[config.mk]
export PLATFORM = sky130hd
export DESIGN_NAME = scit_fifo
export DESIGN_NICKNAME = d
export VERILOG_FILES = /design/src/hw/rtl/scit_pkg.sv /design/src/hw/rtl/scit_fifo.sv
export SDC_FILE = /design/constraint.sdc
export NUM_CORES = 1
export LEC_CHECK = 0
export ABC_AREA = 1
export BUFFER_PORTS_ARGS = -buffer_cell sky130_fd_sc_hd__buf_2
export CAP_MARGIN = 0
export CORE_MARGIN = 2
export CORE_UTILIZATION = 45
export DETAILED_ROUTE_END_ITERATION = 16
export GPL_TIMING_DRIVEN = 0
export MAX_ROUTING_LAYER = met4
export PLACE_DENSITY = 0.64
export SETUP_SLACK_MARGIN = 0.05
export SYNTH_ARGS = -nofsm -noshare
export SYNTH_HDL_FRONTEND = slang
export SYNTH_SLANG_ARGS = --single-unit
export TNS_END_PERCENT = 1
[constraint.sdc]
create_clock -name clk -period 3.9 [get_ports clk]
set_input_delay 0.78 -clock clk [delete_from_list [all_inputs] [get_ports clk]]
set_output_delay 0.78 -clock clk [all_outputs]
set_load 0.01 [all_outputs]
[src/hw/rtl/scit_pkg.sv]
// Shared definitions for the sphere against segment or capsule test unit.
// Holds default sizes, the region code, queue status and the queue entry size.
// No dependencies.
`default_nettype none

package scit_pkg;

	localparam int COORD_BITS_DEF  = 24;
	localparam int QUEUE_DEPTH_DEF = 4;

	// Which part of the segment the sphere center projects onto.
	typedef enum logic [1:0] {
		REGION_START    = 2'd0,
		REGION_END      = 2'd1,
		REGION_INTERIOR = 2'd2
	} region_t;

	// Status of the queue between the front and the back.
	typedef struct packed {
		logic full;
		logic empty;
	} qstat_t;

	// Width of one queue entry: region, endpoint hit, A, B, |d|, sign of d,
	// dot, len2, |C-A|^2 and r^2.
	function automatic int entry_bits(input int cb);
		int sumw;
		sumw = 2 * cb + 2;
		return 2 + 1 + 9 * cb + 3 + 3 * sumw + 2 * cb;
	endfunction

endpackage

`default_nettype wire

[src/hw/rtl/scit_fifo.sv]
// Short request queue that decouples the front from the back.
// Depends on scit_pkg for the status struct.
`default_nettype none

module scit_fifo #(
	parameter int WIDTH = 8,
	parameter int DEPTH = scit_pkg::QUEUE_DEPTH_DEF
) (
	input  logic                clk,
	input  logic                arst_n,
	input  logic                push,
	input  logic [WIDTH-1:0]    wdata,
	input  logic                pop,
	output logic [WIDTH-1:0]    rdata,
	output scit_pkg::qstat_t    stat
);

	localparam int AW = (DEPTH > 1) ? $clog2(DEPTH) : 1;
	localparam int CW = $clog2(DEPTH + 1);

	logic [WIDTH-1:0] mem [DEPTH];
	logic [AW-1:0]    wr_ptr_q;
	logic [AW-1:0]    rd_ptr_q;
	logic [CW-1:0]    cnt_q;

	always_ff @(posedge clk) begin
		if (push) begin
			mem[wr_ptr_q] <= wdata;
		end
	end

	assign rdata = mem[rd_ptr_q];

	always_ff @(posedge clk or negedge arst_n) begin
		if (!arst_n) begin
			wr_ptr_q <= '0;
			rd_ptr_q <= '0;
			cnt_q    <= '0;
		end else begin
			if (push) begin
				wr_ptr_q <= (wr_ptr_q == AW'(DEPTH - 1)) ? '0 : wr_ptr_q + 1'b1;
			end
			if (pop) begin
				rd_ptr_q <= (rd_ptr_q == AW'(DEPTH - 1)) ? '0 : rd_ptr_q + 1'b1;
			end
			case ({push, pop})
				2'b10:   cnt_q <= cnt_q + 1'b1;
				2'b01:   cnt_q <= cnt_q - 1'b1;
				default: cnt_q <= cnt_q;
			endcase
		end
	end

	assign stat.full  = (cnt_q == CW'(DEPTH));
	assign stat.empty = (cnt_q == '0);

	ap_no_overflow: assert property (@(posedge clk) disable iff (!arst_n)
		push |-> !stat.full)
		else $error("request queue written while full");

	ap_no_underflow: assert property (@(posedge clk) disable iff (!arst_n)
		pop |-> !stat.empty)
		else $error("request queue read while empty");

	ap_count_up: assert property (@(posedge clk) disable iff (!arst_n)
		(push && !pop) |=> cnt_q == $past(cnt_q) + CW'(1))
		else $error("request queue count lost a write");

	ap_count_range: assert property (@(posedge clk) disable iff (!arst_n)
		cnt_q <= CW'(DEPTH))
		else $error("request queue count beyond depth");

endmodule

`default_nettype wire

==> results.py <==
metrics = {
    "run_status": {
        "status": "completed",
    },
    "worst_setup_path": {
        "cp-startpoint": "rd_ptr_q[1]",
        "cp_slowest_cell": "dfrtp_1",
        "reg2reg_from": "wr_ptr_q[0]",
        "crit_path_start_kind": "flip-flop",
        "critPathRequiredTime_ns": 3.12,
        "worstPathArrival_ns": 1.37,
        "crit_end": "rdata[3]",
        "critPathMaxStageDelay_ns": 0.39,
        "worstPathCellList": "buf_4 > inv_2 > o211ai_1 > nand2_1 > buf_2",
        "rrSetupSlack_ns": 2.55,
        "end_kind": "output port",
        "path_class": "reg2out",
        "r2r_end": "mem[2][7]",
        "critical_path_buf_inv_count": 3,
        "crit_cells": 5,
        "r2r_cells": 4,
        "crit_fanout": 9,
        "critical_path.top_delay_family": "buffers and inverters",
    },
    "synth": {
        "yosys.area.top_type": "edfxtp_1",
        "synth_area_per_cell_um2": 11.73,
        "ys_types": 18,
        "synthArstFlopShare": 0.1795,
        "synth-seq-area-share": 0.6633,
        "synth.cell_area_um2": 1713,
        "yosys_register_bits": 39,
        "synth_cells": 146,
        "yosys_warnings": 0,
        "synth_top_area_share": 0.5610,
        "synth_edf_count": 32,
        "synth_most_common_cell": "nand2_1",
        "synth_common_cells": "nand2_1 (36), edfxtp_1 (32), inv_1 (29)",
        "synth.area.top_cells": "edfxtp_1 (56%), dfrtp_1 (10%), nand2_1 (7.9%)",
        "syn-num-nets": 165,
        "ys.flop_type": "edfxtp_1",
    },
    "clock_tree": {
        "post_cts_resized": 0,
        "cts.sinks": 39,
        "cts_tree": "built",
        "cts_buffers": 5,
        "clk_latency_ns": 0.29,
        "post_cts_buffers": 0,
        "htree_levels": 2,
        "clk_pin_slew_ns": 0.07,
        "cts_max_path_buffers": 2,
        "cts-root-buf": "clkbuf_8",
        "cts_hold_buf": 0,
    },
    "finish": {
        "syn_to_final_growth_pct": 14.54,
        "nNetsFinal": 192,
        "diodes": 0,
        "n_fill_cell": 323,
        "drive_above_1_share": 0.2011,
    },
    "power": {
        "seq_power_share": 0.449,
        "p_comb_frac": 0.354,
        "vdd_ir_drop_max_v": 0.0003342,
        "cellPowerDensity_nw_per_um2": 681.3,
        "clkPwrFrac": 0.197,
        "p_int_uw": 858.8,
        "power.switching_uw": 477.9,
        "p_leak_uw": 0.0008840,
        "total_power_uw": 1337,
        "p_sw_frac": 0.3575,
    },
    "sta": {
        "max_slew.worst_pin.slew_ns": 0.3995,
        "clock_skew_ns": 0.005192,
        "setup_viol": 0,
        "fmax_mhz": 464.7,
        "rsz0062_at_grt": "false",
        "final_max_slew_viol_count": 0,
        "period_share": 0.5517,
        "finalCriticalPeriod_ns": 2.152,
        "tns_ns": 0,
        "hold_viol": 0,
        "max-slew-margin-rel": 0.7334,
    },
    "global_routing": {
        "track_usage": 0.1677,
        "grt_pass1_wl_mm": 4.940,
        "grt_max_degree": 14,
        "overflow": 0,
        "first_global_vias": 1063,
        "antenna_found_initial": 0,
    },
    "die": {
        "fp.dieArea_um2": 4316,
        "fp-row-count": 22,
        "die_x_um": 65.70,
        "start_util": 0.4679,
        "core_area_um2": 3661,
        "die_y_um": 65.70,
        "num_io_pins": 22,
    },
    "routing": {
        "ant_nets": 0,
        "vias_per_cell": 4.775,
        "vias": 1060,
        "wl_per_cell_um": 13.58,
        "routed_wl_mm": 3.015,
        "drtIter0Drc": 42,
        "first_pass_iters": 4,
        "drc": 0,
    },
    "flow_run": {
        "drv_cap": 0,
    },
    "worst_hold_path": {
        "hold_path.class": "in2async",
    },
    "placement": {
        "port_buffers": 20,
        "hpwl_mm": 2.049,
        "gp_congestion": 0.7119,
    },
}
[registers in the layout, summed over array words and instances, names as in the netlist]
| name | cells |
|---|---|
| mem | 32 |
| cnt_q | 3 |
| rd_ptr_q | 2 |
| wr_ptr_q | 2 |
[metrics by stage]
step / util / worst slack [ns] / std cells / hold WS (ns) / area [um^2]
floorplan: - / 1.996 / 146 / 0.4631 / 1713
CTS: 0.5359 / 1.730 / 222 / 0.3103 / 1962
finish: 0.5359 / 1.748 / 222 / 0.3064 / 1962
global route: 0.5359 / 1.654 / 222 / 0.3087 / 1962
detailed placement: 0.5116 / 1.908 / 214 / 0.4990 / 1873
global placement: 0.5116 / 1.938 / 214 / 0.4818 / 1873
[metal layers]
layer  part of all wire  GRT usage  up-vias
li1                   -          -      538
met1               0.44     0.1897      500
met2               0.51     0.2765       17
met3              0.038    0.05137        5
met4              0.019    0.07031        0
met5                  0          -        -
[cell families after synthesis]
kind of cell / synth area share
AND/OR/NAND/NOR: 0.09350
flip-flops: 0.6633
buffers and inverters: 0.09496
AO/OA/AOI/OAI: 0.08765
adder cells (fa/ha/maj): 0.05551
XOR/XNOR: 0.005114
[worst min-delay path by stage]
stage | startpoint | end | slack [ns]
after global placement | cnt_q[2] | cnt_q[2] | 0.48
after CTS | arst_n | cnt_q[1] | 0.31
after detailed placement | cnt_q[2] | cnt_q[2] | 0.50
after floorplan | cnt_q[2] | cnt_q[2] | 0.46
final | arst_n | cnt_q[1] | 0.31
after global routing | arst_n | wr_ptr_q[1] | 0.31
[layout by cell type, fill, tap and decap left out, types with 2 or more instances in the layout]
master	n
dfrtp_1	7
edfxtp_1	32
clkbuf_8	5
buf_6	3
nor3_1	2
nand2_1	36
o21ai_0	5
inv_2	2
o211ai_1	16
ha_1	6
inv_1	29
clkinvlp_4	2
buf_2	21
[power groups by stage]
stage	combinational (uW)	clock [uW]	sequential (uW)
CTS	483	271	600
detailed placement	482	0	609
global route	538	288	610
finish	474	263	600
global placement	462	0	602
floorplan	326	0	596
[area by class of cell]
cell class / instances / area [um^2] / area share
Timing Repair Buffer: 20 / 100.1 / 0.05102
Tap cell: 48 / 60.06 / 0.03061
Sequential cell: 39 / 1136 / 0.5791
Multi-Input combinational cell: 71 / 414.1 / 0.2111
Clock inverter: 3 / 20.02 / 0.01020
Buffer: 5 / 46.29 / 0.02360
Clock buffer: 5 / 68.82 / 0.03508
Inverter: 31 / 116.4 / 0.05931
Power figures use the tool's default switching activity.
